==> src/design/circular_list_josephus_engine_macros.svh <==
// Assertion macros for the circular list Josephus engine.
// Clocked on clk_i and disabled while rst_ni is low; no other dependencies.
`ifndef CIRCULAR_LIST_JOSEPHUS_ENGINE_MACROS_SVH
`define CIRCULAR_LIST_JOSEPHUS_ENGINE_MACROS_SVH

// Same-cycle implication.
`define CLE_ASSERT_IMP(label, ante, cons, msg) \
  label: assert property (@(posedge clk_i) disable iff (!rst_ni) (ante) |-> (cons)) \
    else $error(msg);

// Next-cycle implication.
`define CLE_ASSERT_NXT(label, ante, cons, msg) \
  label: assert property (@(posedge clk_i) disable iff (!rst_ni) (ante) |=> (cons)) \
    else $error(msg);

`endif

==> src/design/cle_pkg.sv <==
// Shared types and constants for the circular list Josephus engine.
// No dependencies; used by the interfaces, controller, datapath and top level.
`timescale 1ns / 1ps
`default_nettype none

package cle_pkg;

  localparam int unsigned LIST_DEPTH_DEF = 16;
  localparam int unsigned DATA_W         = 32;
  localparam int unsigned OP_W           = 3;
  localparam int unsigned STEP_W         = 8;
  localparam int unsigned STATUS_W       = 2;

  typedef enum logic [OP_W-1:0] {
    OP_APPEND   = 3'd0,
    OP_INSERT   = 3'd1,
    OP_DELETE   = 3'd2,
    OP_JOSEPHUS = 3'd3,
    OP_READ_ALL = 3'd4
  } opcode_e;

  typedef enum logic [STATUS_W-1:0] {
    STS_OK        = 2'd0,
    STS_FULL      = 2'd1,
    STS_EMPTY     = 2'd2,
    STS_NOT_FOUND = 2'd3
  } status_e;

  typedef enum logic [2:0] {
    IDX_HOLD, IDX_ZERO, IDX_COUNT, IDX_REM, IDX_INC, IDX_DEC
  } idx_op_e;

  typedef enum logic [1:0] {RA_IDX, RA_IDX_DEC, RA_IDX_INC, RA_ZERO} rd_addr_e;
  typedef enum logic [1:0] {WA_IDX, WA_COUNT, WA_ZERO} wr_addr_e;
  typedef enum logic {WD_OPERAND, WD_RDATA} wr_data_e;
  typedef enum logic [1:0] {CNT_HOLD, CNT_INC, CNT_DEC} cnt_op_e;
  typedef enum logic [1:0] {POS_HOLD, POS_ZERO, POS_REM, POS_WRAP} pos_op_e;
  typedef enum logic [1:0] {REM_HOLD, REM_LOAD, REM_SUB} rem_op_e;

  // controller -> datapath
  typedef struct packed {
    logic     capture;
    idx_op_e  idx_op;
    logic     rd_en;
    rd_addr_e rd_addr;
    logic     wr_en;
    wr_addr_e wr_addr;
    wr_data_e wr_data;
    cnt_op_e  cnt_op;
    pos_op_e  pos_op;
    rem_op_e  rem_op;
    logic     emit;
    logic     emit_rdata;
    status_e  emit_status;
    logic     emit_last;
  } cmd_t;

  // datapath -> controller
  typedef struct packed {
    opcode_e opcode;
    logic    full;
    logic    empty;
    logic    single;
    logic    idx_zero;
    logic    idx_last;
    logic    match;
    logic    rem_ge;
    logic    out_busy;
  } sts_t;

endpackage

`default_nettype wire

==> src/design/cle_if.sv <==
// Valid/ready channel interfaces: request side and result side.
// Depends on cle_pkg for field widths.
`timescale 1ns / 1ps
`default_nettype none

interface cle_in_if;
  import cle_pkg::*;
  logic                     valid;
  logic                     ready;
  logic [OP_W-1:0]          opcode;
  logic signed [DATA_W-1:0] operand_value;
  logic [STEP_W-1:0]        step_count;

  modport source (output valid, output opcode, output operand_value, output step_count,
                  input ready);
  modport sink   (input valid, input opcode, input operand_value, input step_count,
                  output ready);
endinterface

interface cle_out_if;
  import cle_pkg::*;
  logic                     valid;
  logic                     ready;
  logic signed [DATA_W-1:0] result_value;
  logic [STATUS_W-1:0]      status;
  logic                     last_result;

  modport source (output valid, output result_value, output status, output last_result,
                  input ready);
  modport sink   (input valid, input result_value, input status, input last_result,
                  output ready);
endinterface

`default_nettype wire

==> src/design/cle_ctrl.sv <==
// Sequencing controller for the circular list engine.
// Depends on cle_pkg; drives cle_datapath through cmd_t and reads sts_t.
`timescale 1ns / 1ps
`default_nettype none

module cle_ctrl (
  input  wire logic          clk_i,
  input  wire logic          rst_ni,
  input  wire logic          in_valid_i,
  output logic               in_ready_o,
  input  wire cle_pkg::sts_t sts_i,
  output cle_pkg::cmd_t      cmd_o
);
  import cle_pkg::*;

  typedef enum logic [3:0] {
    S_IDLE, S_DISPATCH, S_INS_CHK, S_INS_WR, S_DEL_RD, S_DEL_CMP,
    S_RM_CHK, S_RM_WR, S_JO_LOOP, S_JO_MOD, S_JO_WRAP, S_JO_EMIT,
    S_RD_RD, S_RD_EMIT, S_EMIT
  } state_e;

  state_e  state_q, state_d;
  status_e st_q, st_d;
  logic    jos_q, jos_d;   // removal belongs to a Josephus run

  always_ff @(posedge clk_i or negedge rst_ni) begin
    if (!rst_ni) begin
      state_q <= S_IDLE;
      st_q    <= STS_OK;
      jos_q   <= 1'b0;
    end else begin
      state_q <= state_d;
      st_q    <= st_d;
      jos_q   <= jos_d;
    end
  end

  always_comb begin
    state_d    = state_q;
    st_d       = st_q;
    jos_d      = jos_q;
    cmd_o      = '0;
    in_ready_o = 1'b0;
    case (state_q)
      S_IDLE: begin
        in_ready_o = 1'b1;
        if (in_valid_i) begin
          cmd_o.capture = 1'b1;
          state_d       = S_DISPATCH;
        end
      end
      S_DISPATCH: begin
        case (sts_i.opcode)
          OP_APPEND: begin
            state_d = S_EMIT;
            if (sts_i.full) begin
              st_d = STS_FULL;
            end else begin
              cmd_o.wr_en   = 1'b1;
              cmd_o.wr_addr = WA_COUNT;
              cmd_o.wr_data = WD_OPERAND;
              cmd_o.cnt_op  = CNT_INC;
              st_d          = STS_OK;
            end
          end
          OP_INSERT: begin
            if (sts_i.full) begin
              st_d    = STS_FULL;
              state_d = S_EMIT;
            end else begin
              cmd_o.idx_op = IDX_COUNT;
              state_d      = S_INS_CHK;
            end
          end
          OP_DELETE: begin
            if (sts_i.empty) begin
              st_d    = STS_EMPTY;
              state_d = S_EMIT;
            end else begin
              cmd_o.idx_op = IDX_ZERO;
              jos_d        = 1'b0;
              state_d      = S_DEL_RD;
            end
          end
          OP_JOSEPHUS: begin
            if (sts_i.empty) begin
              st_d    = STS_EMPTY;
              state_d = S_EMIT;
            end else begin
              cmd_o.pos_op = POS_ZERO;
              jos_d        = 1'b1;
              state_d      = S_JO_LOOP;
            end
          end
          OP_READ_ALL: begin
            if (sts_i.empty) begin
              st_d    = STS_EMPTY;
              state_d = S_EMIT;
            end else begin
              cmd_o.idx_op = IDX_ZERO;
              state_d      = S_RD_RD;
            end
          end
          default: state_d = S_IDLE;
        endcase
      end
      // shift entries up one place, tail first
      S_INS_CHK: begin
        if (sts_i.idx_zero) begin
          cmd_o.wr_en   = 1'b1;
          cmd_o.wr_addr = WA_ZERO;
          cmd_o.wr_data = WD_OPERAND;
          cmd_o.cnt_op  = CNT_INC;
          st_d          = STS_OK;
          state_d       = S_EMIT;
        end else begin
          cmd_o.rd_en   = 1'b1;
          cmd_o.rd_addr = RA_IDX_DEC;
          state_d       = S_INS_WR;
        end
      end
      S_INS_WR: begin
        cmd_o.wr_en   = 1'b1;
        cmd_o.wr_addr = WA_IDX;
        cmd_o.wr_data = WD_RDATA;
        cmd_o.idx_op  = IDX_DEC;
        state_d       = S_INS_CHK;
      end
      S_DEL_RD: begin
        cmd_o.rd_en   = 1'b1;
        cmd_o.rd_addr = RA_IDX;
        state_d       = S_DEL_CMP;
      end
      S_DEL_CMP: begin
        if (sts_i.match) begin
          state_d = S_RM_CHK;
        end else if (sts_i.idx_last) begin
          st_d    = STS_NOT_FOUND;
          state_d = S_EMIT;
        end else begin
          cmd_o.idx_op = IDX_INC;
          state_d      = S_DEL_RD;
        end
      end
      // close the gap at idx, head side first
      S_RM_CHK: begin
        if (sts_i.idx_last) begin
          cmd_o.cnt_op = CNT_DEC;
          if (jos_q) begin
            state_d = S_JO_WRAP;
          end else begin
            st_d    = STS_OK;
            state_d = S_EMIT;
          end
        end else begin
          cmd_o.rd_en   = 1'b1;
          cmd_o.rd_addr = RA_IDX_INC;
          state_d       = S_RM_WR;
        end
      end
      S_RM_WR: begin
        cmd_o.wr_en   = 1'b1;
        cmd_o.wr_addr = WA_IDX;
        cmd_o.wr_data = WD_RDATA;
        cmd_o.idx_op  = IDX_INC;
        state_d       = S_RM_CHK;
      end
      S_JO_LOOP: begin
        if (sts_i.single) begin
          cmd_o.rd_en   = 1'b1;
          cmd_o.rd_addr = RA_ZERO;
          state_d       = S_JO_EMIT;
        end else begin
          cmd_o.rem_op = REM_LOAD;
          state_d      = S_JO_MOD;
        end
      end
      S_JO_MOD: begin
        if (sts_i.rem_ge) begin
          cmd_o.rem_op = REM_SUB;
        end else begin
          cmd_o.idx_op = IDX_REM;
          cmd_o.pos_op = POS_REM;
          state_d      = S_RM_CHK;
        end
      end
      S_JO_WRAP: begin
        cmd_o.pos_op = POS_WRAP;
        state_d      = S_JO_LOOP;
      end
      S_JO_EMIT: begin
        if (!sts_i.out_busy) begin
          cmd_o.emit        = 1'b1;
          cmd_o.emit_rdata  = 1'b1;
          cmd_o.emit_status = STS_OK;
          cmd_o.emit_last   = 1'b1;
          state_d           = S_IDLE;
        end
      end
      S_RD_RD: begin
        cmd_o.rd_en   = 1'b1;
        cmd_o.rd_addr = RA_IDX;
        state_d       = S_RD_EMIT;
      end
      S_RD_EMIT: begin
        if (!sts_i.out_busy) begin
          cmd_o.emit        = 1'b1;
          cmd_o.emit_rdata  = 1'b1;
          cmd_o.emit_status = STS_OK;
          cmd_o.emit_last   = sts_i.idx_last;
          if (sts_i.idx_last) begin
            state_d = S_IDLE;
          end else begin
            cmd_o.idx_op = IDX_INC;
            state_d      = S_RD_RD;
          end
        end
      end
      S_EMIT: begin
        if (!sts_i.out_busy) begin
          cmd_o.emit        = 1'b1;
          cmd_o.emit_status = st_q;
          cmd_o.emit_last   = 1'b1;
          state_d           = S_IDLE;
        end
      end
      default: state_d = S_IDLE;
    endcase
  end

endmodule

`default_nettype wire

==> src/design/cle_datapath.sv <==
// Datapath: list memory, count, walk index, Josephus position and result register.
// Depends on cle_pkg and the assertion macro header; driven by cle_ctrl.
`timescale 1ns / 1ps
`default_nettype none
`include "circular_list_josephus_engine_macros.svh"

module cle_datapath #(
  parameter int unsigned LIST_DEPTH = cle_pkg::LIST_DEPTH_DEF
) (
  input  wire logic                              clk_i,
  input  wire logic                              rst_ni,
  input  wire logic [cle_pkg::OP_W-1:0]          opcode_i,
  input  wire logic signed [cle_pkg::DATA_W-1:0] operand_i,
  input  wire logic [cle_pkg::STEP_W-1:0]        step_i,
  input  wire cle_pkg::cmd_t                     cmd_i,
  output cle_pkg::sts_t                          sts_o,
  input  wire logic                              out_ready_i,
  output logic                                   out_valid_o,
  output logic signed [cle_pkg::DATA_W-1:0]      result_value_o,
  output logic [cle_pkg::STATUS_W-1:0]           status_o,
  output logic                                   last_result_o
);
  import cle_pkg::*;

  localparam int unsigned CW = $clog2(LIST_DEPTH + 1);
  localparam int unsigned AW = (LIST_DEPTH > 1) ? $clog2(LIST_DEPTH) : 1;
  localparam int unsigned RW = $clog2(LIST_DEPTH + 256);

  logic [DATA_W-1:0] mem_q [LIST_DEPTH];
  logic [DATA_W-1:0] rdata_q;
  logic [OP_W-1:0]   opcode_q;
  logic [DATA_W-1:0] operand_q;
  logic [STEP_W-1:0] step_q;
  logic [CW-1:0]     cnt_q, cnt_d;
  logic [CW-1:0]     idx_q, idx_d;
  logic [CW-1:0]     pos_q, pos_d;
  logic [RW-1:0]     rem_q, rem_d;
  logic [RW-1:0]     adv;
  logic [CW-1:0]     rd_idx, wr_idx;
  logic [DATA_W-1:0] wr_data;
  logic [CW:0]       idx_nx;
  logic              full;
  logic              rem_ge;

  logic                 out_valid_q;
  logic [DATA_W-1:0]    result_q;
  logic [STATUS_W-1:0]  status_q;
  logic                 last_q;

  // step k advances k-1 places, step zero behaves as one
  assign adv    = (step_q == '0) ? '0 : (RW'(step_q) - RW'(1));
  assign idx_nx = {1'b0, idx_q} + {{CW{1'b0}}, 1'b1};
  assign full   = (cnt_q == CW'(LIST_DEPTH));
  assign rem_ge = (rem_q >= RW'(cnt_q));

  assign sts_o.opcode   = opcode_e'(opcode_q);
  assign sts_o.full     = full;
  assign sts_o.empty    = (cnt_q == '0);
  assign sts_o.single   = (cnt_q <= CW'(1));
  assign sts_o.idx_zero = (idx_q == '0);
  assign sts_o.idx_last = (idx_nx >= {1'b0, cnt_q});
  assign sts_o.match    = (rdata_q == operand_q);
  assign sts_o.rem_ge   = rem_ge;
  assign sts_o.out_busy = out_valid_q && !out_ready_i;

  always_comb begin
    case (cmd_i.rd_addr)
      RA_IDX:     rd_idx = idx_q;
      RA_IDX_DEC: rd_idx = idx_q - CW'(1);
      RA_IDX_INC: rd_idx = idx_q + CW'(1);
      default:    rd_idx = '0;
    endcase
    case (cmd_i.wr_addr)
      WA_IDX:   wr_idx = idx_q;
      WA_COUNT: wr_idx = cnt_q;
      default:  wr_idx = '0;
    endcase
    wr_data = (cmd_i.wr_data == WD_RDATA) ? rdata_q : operand_q;
  end

  always_comb begin
    case (cmd_i.idx_op)
      IDX_ZERO:  idx_d = '0;
      IDX_COUNT: idx_d = cnt_q;
      IDX_REM:   idx_d = rem_q[CW-1:0];
      IDX_INC:   idx_d = idx_q + CW'(1);
      IDX_DEC:   idx_d = idx_q - CW'(1);
      default:   idx_d = idx_q;
    endcase
    case (cmd_i.cnt_op)
      CNT_INC: cnt_d = cnt_q + CW'(1);
      CNT_DEC: cnt_d = cnt_q - CW'(1);
      default: cnt_d = cnt_q;
    endcase
    case (cmd_i.pos_op)
      POS_ZERO: pos_d = '0;
      POS_REM:  pos_d = rem_q[CW-1:0];
      POS_WRAP: pos_d = (pos_q >= cnt_q) ? '0 : pos_q;
      default:  pos_d = pos_q;
    endcase
    // modulo by the live count: one conditional subtract per cycle
    case (cmd_i.rem_op)
      REM_LOAD: rem_d = RW'(pos_q) + adv;
      REM_SUB:  rem_d = rem_q - RW'(cnt_q);
      default:  rem_d = rem_q;
    endcase
  end

  always_ff @(posedge clk_i) begin
    if (cmd_i.wr_en) begin
      mem_q[wr_idx[AW-1:0]] <= wr_data;
    end
    if (cmd_i.rd_en) begin
      rdata_q <= mem_q[rd_idx[AW-1:0]];
    end
  end

  always_ff @(posedge clk_i) begin
    if (cmd_i.capture) begin
      opcode_q  <= opcode_i;
      operand_q <= operand_i;
      step_q    <= step_i;
    end
    pos_q <= pos_d;
    rem_q <= rem_d;
    if (cmd_i.emit) begin
      result_q <= cmd_i.emit_rdata ? rdata_q : '0;
      status_q <= cmd_i.emit_status;
      last_q   <= cmd_i.emit_last;
    end
  end

  always_ff @(posedge clk_i or negedge rst_ni) begin
    if (!rst_ni) begin
      cnt_q       <= '0;
      idx_q       <= '0;
      out_valid_q <= 1'b0;
    end else begin
      cnt_q <= cnt_d;
      idx_q <= idx_d;
      if (cmd_i.emit) begin
        out_valid_q <= 1'b1;
      end else if (out_ready_i) begin
        out_valid_q <= 1'b0;
      end
    end
  end

  assign out_valid_o    = out_valid_q;
  assign result_value_o = result_q;
  assign status_o       = status_q;
  assign last_result_o  = last_q;

  `CLE_ASSERT_IMP(a_cnt_bound, 1'b1, cnt_q <= CW'(LIST_DEPTH), "entry count above depth")
  `CLE_ASSERT_IMP(a_wr_range, cmd_i.wr_en, wr_idx <= cnt_q, "write beyond list tail")
  `CLE_ASSERT_IMP(a_inc_room, cmd_i.cnt_op == CNT_INC, !full, "count increment on full list")
  `CLE_ASSERT_IMP(a_rem_sub, cmd_i.rem_op == REM_SUB, rem_ge, "modulo subtract underflow")
  `CLE_ASSERT_NXT(a_emit_valid, cmd_i.emit, out_valid_q, "emitted result not presented")

endmodule

`default_nettype wire

==> src/design/circular_list_josephus_engine.sv <==
// Top level of the circular list Josephus engine.
// Depends on cle_pkg, cle_if (cle_in_if, cle_out_if), cle_ctrl and cle_datapath.
//
//   channel | dir | handshake   | payload
//   --------+-----+-------------+-----------------------------------------
//   in_i    | in  | valid/ready | opcode, operand_value, step_count
//   out_o   | out | valid/ready | result_value, status, last_result
//
// One operation at a time. Insert, delete and each Josephus removal shift
// entries through the list memory: every shift moves one entry by a read
// and then a write, and the Josephus modulo is one subtract a cycle.
// Reset (rst_ni low, asynchronous) empties the list; entry contents are not
// cleared and need no clearing pass.
// A result waits in the output register while the output stalls; the next
// input transaction is taken as soon as the last result of the previous one
// is loaded there.
`timescale 1ns / 1ps
`default_nettype none

module circular_list_josephus_engine #(
  parameter int unsigned LIST_DEPTH = cle_pkg::LIST_DEPTH_DEF
) (
  input  wire logic clk_i,
  input  wire logic rst_ni,
  cle_in_if.sink    in_i,
  cle_out_if.source out_o
);
  import cle_pkg::*;

  cmd_t cmd;   // controller commands
  sts_t sts;   // datapath flags

  // controller: sequencing only, no list data passes through it
  cle_ctrl u_ctrl (
    .clk_i      (clk_i),
    .rst_ni     (rst_ni),
    .in_valid_i (in_i.valid),
    .in_ready_o (in_i.ready),
    .sts_i      (sts),
    .cmd_o      (cmd)
  );

  // datapath: list storage, counters and the output register
  cle_datapath #(
    .LIST_DEPTH (LIST_DEPTH)
  ) u_datapath (
    .clk_i          (clk_i),
    .rst_ni         (rst_ni),
    .opcode_i       (in_i.opcode),
    .operand_i      (in_i.operand_value),
    .step_i         (in_i.step_count),
    .cmd_i          (cmd),
    .sts_o          (sts),
    .out_ready_i    (out_o.ready),
    .out_valid_o    (out_o.valid),
    .result_value_o (out_o.result_value),
    .status_o       (out_o.status),
    .last_result_o  (out_o.last_result)
  );

endmodule

`default_nettype wire
==> src/flat_wrapper.sv <==
// flat-port wrapper written by rule: the top's interface ports become plain ports
module circular_list_josephus_engine_flat import cle_pkg::*;
#(
  parameter int unsigned LIST_DEPTH = cle_pkg::LIST_DEPTH_DEF
)
  (clk_i, rst_ni, in_i_valid, in_i_opcode, in_i_operand_value, in_i_step_count, in_i_ready, out_o_valid, out_o_result_value, out_o_status, out_o_last_result, out_o_ready);
  cle_in_if in_i_i ();
  cle_out_if out_o_i ();
  input  wire logic clk_i;
  input  wire logic rst_ni;
  input wire logic [$bits(in_i_i.valid)-1:0] in_i_valid;
  input wire logic [$bits(in_i_i.opcode)-1:0] in_i_opcode;
  input wire logic [$bits(in_i_i.operand_value)-1:0] in_i_operand_value;
  input wire logic [$bits(in_i_i.step_count)-1:0] in_i_step_count;
  output wire logic [$bits(in_i_i.ready)-1:0] in_i_ready;
  output wire logic [$bits(out_o_i.valid)-1:0] out_o_valid;
  output wire logic [$bits(out_o_i.result_value)-1:0] out_o_result_value;
  output wire logic [$bits(out_o_i.status)-1:0] out_o_status;
  output wire logic [$bits(out_o_i.last_result)-1:0] out_o_last_result;
  input wire logic [$bits(out_o_i.ready)-1:0] out_o_ready;
  assign in_i_i.valid = in_i_valid;
  assign in_i_i.opcode = in_i_opcode;
  assign in_i_i.operand_value = in_i_operand_value;
  assign in_i_i.step_count = in_i_step_count;
  assign in_i_ready = in_i_i.ready;
  assign out_o_valid = out_o_i.valid;
  assign out_o_result_value = out_o_i.result_value;
  assign out_o_status = out_o_i.status;
  assign out_o_last_result = out_o_i.last_result;
  assign out_o_i.ready = out_o_ready;
  circular_list_josephus_engine #(.LIST_DEPTH(LIST_DEPTH)) u_core (.clk_i(clk_i), .rst_ni(rst_ni), .in_i(in_i_i), .out_o(out_o_i));
endmodule
==> config.mk <==
export PLATFORM = sky130hd
export DESIGN_NAME = circular_list_josephus_engine_flat
export DESIGN_NICKNAME = d
export VERILOG_FILES = /design/src/design/cle_pkg.sv /design/src/design/cle_if.sv /design/src/design/cle_ctrl.sv /design/src/design/cle_datapath.sv /design/src/design/circular_list_josephus_engine.sv /design/src/flat_wrapper.sv
export VERILOG_INCLUDE_DIRS = /design/src /design/src/design
export SDC_FILE = /design/constraint.sdc
export NUM_CORES = 1
export LEC_CHECK = 0
export ABC_AREA = 1
export BUFFER_PORTS_ARGS = -buffer_cell sky130_fd_sc_hd__buf_2
export CAP_MARGIN = 30
export CORE_MARGIN = 4
export CORE_UTILIZATION = 63
export CTS_CLUSTER_DIAMETER = 60
export CTS_CLUSTER_SIZE = 16
export DETAILED_ROUTE_END_ITERATION = 8
export GPL_ROUTABILITY_DRIVEN = 0
export PLACE_DENSITY_LB_ADDON = 0.25
export RECOVER_POWER = 100
export SLEW_MARGIN = 40
export SYNTH_ARGS = -nofsm -noshare
export SYNTH_HDL_FRONTEND = slang
export SYNTH_SLANG_ARGS = --single-unit
export TNS_END_PERCENT = 10
==> constraint.sdc <==
create_clock -name clk_i -period 5.3 [get_ports clk_i]
set_input_delay 0.53 -clock clk_i [delete_from_list [all_inputs] [get_ports clk_i]]
set_output_delay 0.53 -clock clk_i [all_outputs]
set_load 0.01 [all_outputs]
Yosys cells after proc, flatten, opt, wreduce, memory -nomap -nowiden
Memory sizes are Yosys's and may differ from the RTL's. A register that Yosys moved wholly into a read port is not among the register bits.
Cells that the tools add are included.
{"block": "op_classes", "n_mux": 78, "eq_ne": 50, "n_lt_le_gt_ge": 4, "reduce_logical": 25, "n_addsub": 8}
{"cell": "4-bit one-hot mux with 14 select lines", "n": 1}
{"cell": "4-bit two-way mux", "n": 11}
{"cell": "32-bit equality test", "n": 1}
{"cell": "32-bit two-way mux", "n": 1}
{"cell": "4-bit equality test (second input constant)", "n": 7}
{"cell": "2-bit two-way mux", "n": 14}
{"cell": "3-bit two-way mux", "n": 9}
{"cell": "5-bit one-hot mux with 5 select lines", "n": 1}
{"cell": "4-bit one-hot mux with 3 select lines", "n": 2}
{"cell": "2-bit != test (second input constant)", "n": 11}
{"cell": "4-bit one-hot mux with 5 select lines", "n": 1}
{"cell": "6-bit two-way mux", "n": 3}
{"cell": "2-bit one-hot mux with 3 select lines", "n": 3}
{"cell": "3-bit one-hot mux with 6 select lines", "n": 1}
{"cell": "9-bit one-hot mux with 2 select lines", "n": 1}
{"cell": "4-bit by 3-bit equality test with 1-bit output (second input constant)", "n": 4}
{"cell": "1-bit two-way mux", "n": 15}
{"cell": "5-bit two-way mux", "n": 3}
{"cell": "5-bit one-hot mux with 3 select lines", "n": 1}
{"cell": "3-bit by 2-bit equality test with 1-bit output (second input constant)", "n": 4}
{"cell": "3-bit one-hot mux with 4 select lines", "n": 1}
{"cell": "5-bit by 1-bit adder with 5-bit output (second input constant)", "n": 2}
{"cell": "2-bit by 1-bit equality test with 1-bit output (second input constant)", "n": 5}
{"cell": "2-bit equality test (second input constant)", "n": 5}
{"cell": "other kinds (42)", "n": 58}
{"block": "word_totals", "register_bits": 110, "inputBits": 47, "out_inout_bits": 37, "elab_cells": 180, "mem_bits_rw": 512, "n_memories": 1}
{"name": "u_core.u_datapath.mem_q", "depth": 16, "word_bits": 32, "read_ports": 1, "rd_ports_with_merged_regs": 1, "write_ports": 1, "line": "cle_datapath.sv:29", "rtl": "logic [DATA_W-1:0] mem_q [LIST_DEPTH];"}

Longest topological paths before layout
Gate-level depths: netlist of the first run.
{"block": "depth", "depth_word": 7, "depth_mapped": 20, "depth_no_buf": 18}

Cells and area by module
A second synthesis of the first run with hierarchy kept.
{"block": "hier_totals", "hier_cells": 2587, "area_unflattened_um2": 29150.5}
{"module": "cle_datapath", "cells_per_inst": 2404, "instances": 1, "area_per_inst_um2": 28178.3, "seq_area_each_um2": 19373.6}
{"module": "cle_ctrl", "cells_per_inst": 183, "instances": 1, "area_per_inst_um2": 972.2, "seq_area_each_um2": 175.2}

Worst setup path after synthesis of the first run
OpenSTA, ideal clock, no wires.
{"block": "synth_timing", "path_type": "register to register", "startpoint": "register u_core.u_datapath.cnt_q[1]", "endpoint": "memory u_core.u_datapath.mem_q[10][0], enable pin", "setup_slack_ns": 1.510, "setup_ns": 0.421, "arrival_ns": 3.369, "period_less_slack_ns": 3.790, "path_buffers": 0, "required_ns": 4.879, "stages_incl_launch_ff": 15, "path_cell_list": "dfrtp_1 -> inv_1 -> ha_1 -> inv_1 -> nor3_1 -> inv_1 -> nor2_1 -> inv_1 -> nand4_1 -> nand2_1 -> o22ai_1 -> inv_1 -> nor2_1 -> nand2_1 -> nor2_1"}
{"block": "synth_via", "elab_chain_len": 6, "elab_cells_between_ends": 9, "classes_between": "eq/ne (2); mux (6); reduce/logical (1)"}
{"element": "start: declaration", "line": "cle_datapath.sv:34", "rtl": "logic [CW-1:0] cnt_q, cnt_d;"}
{"element": "start signal: assignment", "line": "cle_datapath.sv:139", "rtl": "cnt_q <= cnt_d;"}
{"element": "5-bit equality test", "line": "cle_datapath.sv:53", "rtl": "assign full = (cnt_q == CW'(LIST_DEPTH));"}
{"element": "6-bit two-way mux", "line": "cle_ctrl.sv:56", "rtl": "if (sts_i.full) begin"}
{"element": "6-bit two-way mux", "line": "cle_ctrl.sv:53", "rtl": "case (sts_i.opcode)"}
{"element": "4-bit one-hot mux with 3 select lines", "line": "cle_ctrl.sv:44", "rtl": "case (state_q)"}
{"element": "2-bit by 1-bit equality test with 1-bit output, or another cell as far along", "line": "cle_datapath.sv:73", "rtl": "case (cmd_i.wr_addr)"}
{"element": "4-bit one-hot mux with 2 select lines / 1-bit two-way mux (equally long branches)", "line": "cle_datapath.sv:73, cle_datapath.sv:111"}
{"element": "end: declaration", "line": "cle_datapath.sv:29"}
Several ways; a longest one is shown, not always the timed one.

Worst setup path after layout of the first run
{"block": "layout_timing", "startpoint": "register u_core.u_ctrl.state_q[1]", "endpoint": "memory u_core.u_datapath.mem_q[2][12], enable pin"}
{"block": "layout_via", "elab_chain_len": 5, "elab_cells_between_ends": 11, "classes_between": "eq/ne (5); mux (4); reduce/logical (2)"}
{"element": "start: declaration", "line": "cle_ctrl.sv:22", "rtl": "state_e state_q, state_d;"}
{"element": "start signal: assignment", "line": "cle_ctrl.sv:32", "rtl": "state_q <= state_d;"}
{"element": "4-bit by 3-bit equality test with 1-bit output / 4-bit by 2-bit equality test with 1-bit output (equally long branches)", "line": "cle_ctrl.sv:44"}
{"element": "2-bit OR reduction (no source line)"}
{"element": "4-bit one-hot mux with 3 select lines *", "line": "cle_ctrl.sv:44"}
{"element": "2-bit by 1-bit equality test with 1-bit output, or another cell as far along", "line": "cle_datapath.sv:73"}
{"element": "4-bit one-hot mux with 2 select lines / 1-bit two-way mux (equally long branches)", "line": "cle_datapath.sv:73, cle_datapath.sv:111"}
Mark *: on every way between the ends. The rest lies on a longest branch, timed or not.

==> flow_summary.toml, run 1 <==
[setup_path]
end_kind = "flip-flop"
path_class = "reg2reg"
worstSetupStartpointType = "flip-flop"
r2r_end = "u_core.u_datapath.mem_q[2][12]$_DFFE_PP_"
r2r_start = "u_core.u_ctrl.state_q[1]$_DFFE_PN0P_"
rr_worst_depth = 8
ff2ff_setup_slack_ns = 0.61
required_ns = 5.55
critPathMaxFanout = 24
critPathArrivalTime_ns = 4.94

[pwr]
power_frac_seq_pct = 38.4
p_per_area_mw_per_mm2 = 580.4
vdd_drop_max_v = 0.0007111
p_int_mw = 10.91
total_power_mw = 18.83
power_frac_clock_pct = 18.2
p_sw_mw = 7.921
p_comb_share_pct = 43.4
switching_share_pct = 42.07
leakagePower_nw = 13.42

[floorplan]
die_w_um = 226.0
die_h_um = 226.0
coreArea_mm2 = 0.04675
io_pins = 84
rows = 79
dieArea_mm2 = 0.05109
initial_utilization_pct = 64.06

[global_routing]
grt_usage_pct = 29.02
antenna_found_initial = 0
grt_pass1_wl_um = 114200
use_met2_pct = 47.58
gr-total-overflow = 0
grt_max_degree = 129
grtUsageMet3_pct = 4.914
grt.met1_usage_pct = 38.87
busiest_layer = "met2"
grt_pass1_vias = 20722

[clock_network]
clk_latency_ns = 0.61
cts_tree = "built"
cts_setup_buffers = 0
cts-root-buf = "clkbuf_16"
htree_levels = 2
cts_made_buffers = 49
clkSinkCount = 654
ctsResizeCount = 0
clkTransAtPathRegs_ns = 0.07
holdBufCountCts = 1
clk_path_buf_depth = 3

[routing]
drc = 0
wirelength_um = 74430
first_pass_iters = 6
vias = 21061
drt_iter0_drc = 2794
vias_per_cell = 5.850
wl_per_cell_um = 20.68
ant_nets = 0

[sta]
final.min_clock_period_ns = 4.686
setup_tns_ns = 0
relSlewSlack_pct = -128.3
period_share_pct = 88.41
slew_viol_final = 170
setup_viol = 0
fin_worst_skew_ns = 0.02581
max_freq_ghz = 0.2134
rsz0062_at_grt = "false"
tightestPinTransition_ns = 3.424
setup_ws_ns = 0.6141
hold_viol = 0

[yosys]
postSynthCellCount = 2906
synth_cell_types = 37
syn-mean-instance-area_um2 = 10.31
netlist_top_cells_area = "edfxtp_1 (64%), nand3_1 (8.6%), nand2_1 (7.5%)"
synth_flop_cell = "edfxtp_1"
yosysMostFrequentCell = "edfxtp_1"
yosys.area.top_type = "edfxtp_1"
yosys_warnings = 0
async_flop_share_pct = 2.752
synth_top_area_share_pct = 63.77
synth_area_mm2 = 0.02995
synth.ff_latch_count = 654
yosysSeqAreaShare_pct = 65.27
synthTopCellsByCount = "edfxtp_1 (636), nand2_1 (595), inv_1 (560)"
syn_nets = 2986
synth-edff-count = 636

[layout]
n_antenna_cell = 0
finalInstanceArea_mm2 = 0.03244
syn2layout_area_growth_pct = 8.309
nFillCells = 3286
stdcell_count = 3600
drive_gt1_share_pct = 5.847
finalNetCount = 3059

[min_path]
holdPathEnd = "u_core.u_datapath.operand_q[14]$_DFFE_PP_"
hold_path_depth = 1
hold_start = "in_i_operand_value[14]"
worstHoldPathType = "in2reg"

[outcome]
failed_checks = "max-capacitance violations, max-slew violations"
status = "finished, violations left"

[place]
pre_cts_ws_ns = 1.169
dp.cells = 3533
placed_cell_area_mm2 = 0.03138
io_buffers = 83
dp_hpwl_um = 42500

[job]
max_cap_violations = 6
## flip-flops by register name (all words and copies together), names as in the netlist
| register | count |
|---|---|
| u_core.u_datapath.mem_q | 512 |
| u_core.u_datapath.last_result_o | 1 |
| u_core.u_datapath.pos_q | 5 |
| u_core.u_datapath.idx_q | 5 |
| u_core.u_datapath.cnt_q | 5 |
| u_core.u_datapath.rdata_q | 32 |
| u_core.u_datapath.opcode_q | 3 |
| u_core.u_datapath.operand_q | 32 |
| u_core.u_ctrl.jos_q | 1 |
| u_core.u_datapath.result_value_o | 32 |
| u_core.u_datapath.out_valid_o | 1 |
| u_core.u_ctrl.state_q | 4 |
| u_core.u_datapath.status_o | 2 |
| u_core.u_ctrl.st_q | 2 |
| u_core.u_datapath.rem_q | 9 |
| u_core.u_datapath.step_q | 8 |
## routing by layer
metal	part of all wire [%]	vias to the layer above
li1	-	9698
met1	38	9933
met2	48	1220
met3	11	210
met4	3.9	0
met5	0	-
## power groups by stage
stage          logic (mW)  clock network, mW  registers (mW)
6_report             8.17               3.42            7.24
5_1_grt              8.94               3.65            7.28
4_1_cts              8.16               3.46            7.19
3_5_place_dp         8.10                  0            7.30
3_3_place_gp         7.78                  0            7.28
2_1_floorplan        5.67                  0            7.25
## area by class of cell
cell class | instances | area (um^2) | area share, %
sequential | 654 | 19550 | 60.26
multi-input combinational | 1555 | 7781 | 23.99
inverter | 568 | 2136 | 6.584
clock buffer | 55 | 1270 | 3.915
timing repair buffer | 151 | 857.1 | 2.642
tap | 607 | 759.5 | 2.341
clock inverter | 10 | 86.33 | 0.2661
## worst max-delay path, stage by stage (launching register included)
cell and delay, ns:
dfrtp_1 0.44, nand2_1 0.16, nor2_2 0.10, clkbuf_1 1.26, nor2_1 0.22, nor2_1 0.24
nand2_1 0.24, nor2_1 1.11, clkbuf_2 0.54
## worst max-delay path by stage
stage	start	endpoint	slack, ns	depth (start not counted)
finish	u_core.u_ctrl.state_q[1]$_DFFE_PN0P_	u_core.u_datapath.mem_q[2][12]$_DFFE_PP_	0.61	8
global route	u_core.u_datapath.cnt_q[1]$_DFFE_PN0P_	u_core.u_datapath.mem_q[2][9]$_DFFE_PP_	0.43	15
CTS	u_core.u_datapath.idx_q[0]$_DFFE_PN0P_	u_core.u_datapath.rdata_q[0]$_DFFE_PP_	1.19	15
detailed placement	u_core.u_datapath.idx_q[0]$_DFFE_PN0P_	u_core.u_datapath.rdata_q[18]$_DFFE_PP_	1.17	15
global placement	u_core.u_datapath.idx_q[0]$_DFFE_PN0P_	u_core.u_datapath.rdata_q[18]$_DFFE_PP_	1.16	15
floorplan	u_core.u_datapath.cnt_q[1]$_DFFE_PN0P_	u_core.u_datapath.mem_q[10][0]$_DFFE_PP_	1.51	14
## layout by cell type, fill, tap and decap left out, types with 5 or more instances in the layout
cell and instances:
edfxtp_1 636, nand2_1 592, inv_1 559, nand3_1 514, nor2_1 115, nand3b_1 97, clkbuf_1 80, o21ai_0 63
clkbuf_16 50, buf_2 43, ha_1 31, xnor2_1 25, dfrtp_1 18, a21oi_1 17, xor2_1 11, nand4_1 11
buf_4 11, nor3_1 10, nor2_4 10, nor2_2 9, o22ai_1 8, clkbuf_2 8, buf_12 7, o21ai_1 6
inv_2 5
## per-stage QoR
step,utilization (%),hold slack (ns)
CTS,70.03,0.06657
global placement,66.95,0.4925
global route,69.38,0.07906
detailed placement,67.11,0.4956
finish,69.38,0.09151
floorplan,-,0.2344
## kinds of logic after synthesis
logic type	synth area share, %
compound gates	2.051
fa+ha+maj	1.429
flops	65.27
simple gates	20.93
buf+inv	9.237
mux	0.03342
xor+xnor	1.053
No activity file was read; power rests on OpenSTA's default activity.
==> run 2: changes to the inputs <==
Settings changed: ABC_AREA 1 to 0, ABC_CLOCK_PERIOD_IN_PS from default to 5300, CORE_UTILIZATION 63 to 62.
==> flow_summary.toml, run 2 <==
[routing]
wl_per_cell_um = 27.70
drc = 0
vias_per_cell = 6.530
ant_nets = 0
vias = 14352
first_pass_iters = 7
wirelength_um = 60880
drt_iter0_drc = 1873

[yosys]
async_flop_share_pct = 2.752
postSynthCellCount = 1488
yosysSeqAreaShare_pct = 72.82
synth_cell_types = 59
yosys_warnings = 0
synthTopCellsByCount = "edfxtp_1 (636), nand2_1 (133), mux4_2 (128)"
synth.ff_latch_count = 654
synth_area_mm2 = 0.02685
yosys.area.top_type = "edfxtp_1"
synth_top_area_share_pct = 71.14
syn-mean-instance-area_um2 = 18.04
yosysMostFrequentCell = "edfxtp_1"
netlist_top_cells_area = "edfxtp_1 (71%), mux4_2 (11%), nand2_1 (1.9%)"
syn_nets = 1568
synth_flop_cell = "edfxtp_1"
synth-edff-count = 636

[setup_path]
critPathArrivalTime_ns = 5.15
crit_chain = "inv_1 -> ha_1 -> ha_1 -> a21oi_1 -> o21a_1 -> nand2_1 -> a211oi_2 -> buf_4 -> mux4_2 -> a22o_1 -> a221o_1"
required_ns = 5.65
worstSetupStartpointType = "flip-flop"
end_kind = "flip-flop"
critPathMaxFanout = 13
critPathMaxStageDelay_ns = 0.96
path_class = "reg2reg"
rr_worst_depth = 11
cp_common_cell = "ha_1"
slowest_stage = "a211oi_2"

[clock_network]
htree_levels = 2
cts_setup_buffers = 0
cts_tree = "built"
clk_latency_ns = 0.60
cts-root-buf = "clkbuf_16"
cts_made_buffers = 49
holdBufCountCts = 1
clk_path_buf_depth = 3
ctsResizeCount = 0
clkSinkCount = 654
clkTransAtPathRegs_ns = 0.07

[layout]
nFillCells = 2784
drive_gt1_share_pct = 18.63
finalInstanceArea_mm2 = 0.02967
largest_reg_flops = 512
syn2layout_area_growth_pct = 10.51
stdcell_count = 2198
final_util_pct = 69.94
final_common_cell = "edfxtp_1"
layout_common_cells = "edfxtp_1 (636), nand2_1 (133), mux4_2 (128)"
n_antenna_cell = 0
finalNetCount = 1687

[sta]
setup_tns_ns = 0
slew_viol_final = 200
setup_viol = 0
setup_ws_ns = 0.5015
max_freq_ghz = 0.2084
relSlewSlack_pct = -104.7
tightestPinTransition_ns = 3.070
fin_worst_skew_ns = 0.02109
final.min_clock_period_ns = 4.798
rsz0062_at_grt = "false"
fin_hold_ws_ns = 0.09758
period_share_pct = 90.54
hold_viol = 0

[floorplan]
initial_utilization_pct = 63.29
io_pins = 84
die_h_um = 216.1
rows = 75
die_w_um = 216.1
coreArea_mm2 = 0.04242
dieArea_mm2 = 0.04669

[global_routing]
use_met2_pct = 42.56
antenna_found_initial = 1
grt_max_degree = 44
gr-total-overflow = 0
grt_pass1_wl_um = 91230
busiest_layer = "met2"
grt_pass1_vias = 14363
grt.met1_usage_pct = 37.98
grt_usage_pct = 26.34
grtUsageMet3_pct = 5.084

[outcome]
failed_checks = "max-capacitance violations, max-slew violations"
status = "finished, violations left"

[min_path]
worstHoldPathType = "in2reg"
hold_path_depth = 1

[place]
placed_cell_area_mm2 = 0.02839
dp.cells = 2132
dp_hpwl_um = 36150
io_buffers = 83
pre_cts_ws_ns = 0.8190

[pwr]
leakagePower_nw = 9.830
p_per_area_mw_per_mm2 = 601.6
total_power_mw = 17.85
vdd_drop_max_v = 0.0003651

[job]
max_cap_violations = 6
run 2: cell types whose count changed after synthesis, sizes merged, moves of 32 or more:
cell,delta
nand3b,-95
a221o,+32
mux4,+128
nand3,-508
nor2,-73
and2,+40
buf,-74
inv,-537
xor2,+36
nand2,-462
o21ai,-45
a22o,+33
run 2: logic make-up after synthesis:
group           count (synthesis)  share of synthesized area (%)
simple gates                  329                          5.896
flops                         654                          72.82
mux                           138                          11.13
fa+ha+maj                      33                          1.594
buf+inv                        97                          1.711
compound gates                173                          4.768
xor+xnor                       64                          2.088
run 2: worst paths after layout:
kind | startpoint | endpoint | slack [ns]
max | u_core.u_datapath.idx_q[0]$_DFFE_PN0P_ | u_core.u_datapath.rdata_q[27]$_DFFE_PP_ | 0.50
max reg2reg | u_core.u_datapath.idx_q[0]$_DFFE_PN0P_ | u_core.u_datapath.rdata_q[27]$_DFFE_PP_ | 0.50
min | in_i_operand_value[21] | u_core.u_datapath.operand_q[21]$_DFFE_PP_ | 0.1
min in group asynchronous | rst_ni | u_core.u_datapath.cnt_q[3]$_DFFE_PN0P_ | 0.67
max in group asynchronous | rst_ni | u_core.u_datapath.cnt_q[4]$_DFFE_PN0P_ | 3.95
min reg2reg | u_core.u_ctrl.st_q[1]$_DFFE_PN0P_ | u_core.u_ctrl.st_q[1]$_DFFE_PN0P_ | 0.51
run 2: area by class of cell:
type / instances / area, um^2 / area share, %
tap: 577 / 721.9 / 2.433
clock inverter: 11 / 177.7 / 0.5989
timing repair buffer: 135 / 819.5 / 2.762
multi-input combinational: 737 / 7020 / 23.66
inverter: 30 / 112.6 / 0.3796
clock buffer: 54 / 1266 / 4.268
sequential: 654 / 19550 / 65.89
run 2: metal layers:
| metal | wire (um) | up-vias |
|---|---|---|
| li1 | - | 6127 |
| met1 | 23530 | 7364 |
| met2 | 30150 | 752 |
| met3 | 5593 | 107 |
| met4 | 1599 | 2 |
| met5 | 11 | - |
run 2: power by group:
part | switching, mW | leakage, nW | internal, mW
logic | 3.94 | 3.14 | 3.05
registers | 0.425 | 5.99 | 6.88
clock network | 1.69 | 0.700 | 1.86
total | 6.06 | 9.83 | 11.8
run 2: worst max-delay path: cells and delay by family, from the launching register on:
family	cells	cell delay, ns
DFF	1	0.55
muxes	1	0.53
buffers and inverters	2	0.65
AOI/OAI and AO/OA	5	1.94
and+or+nand+nor	1	0.14
adders and majority gates	2	0.74
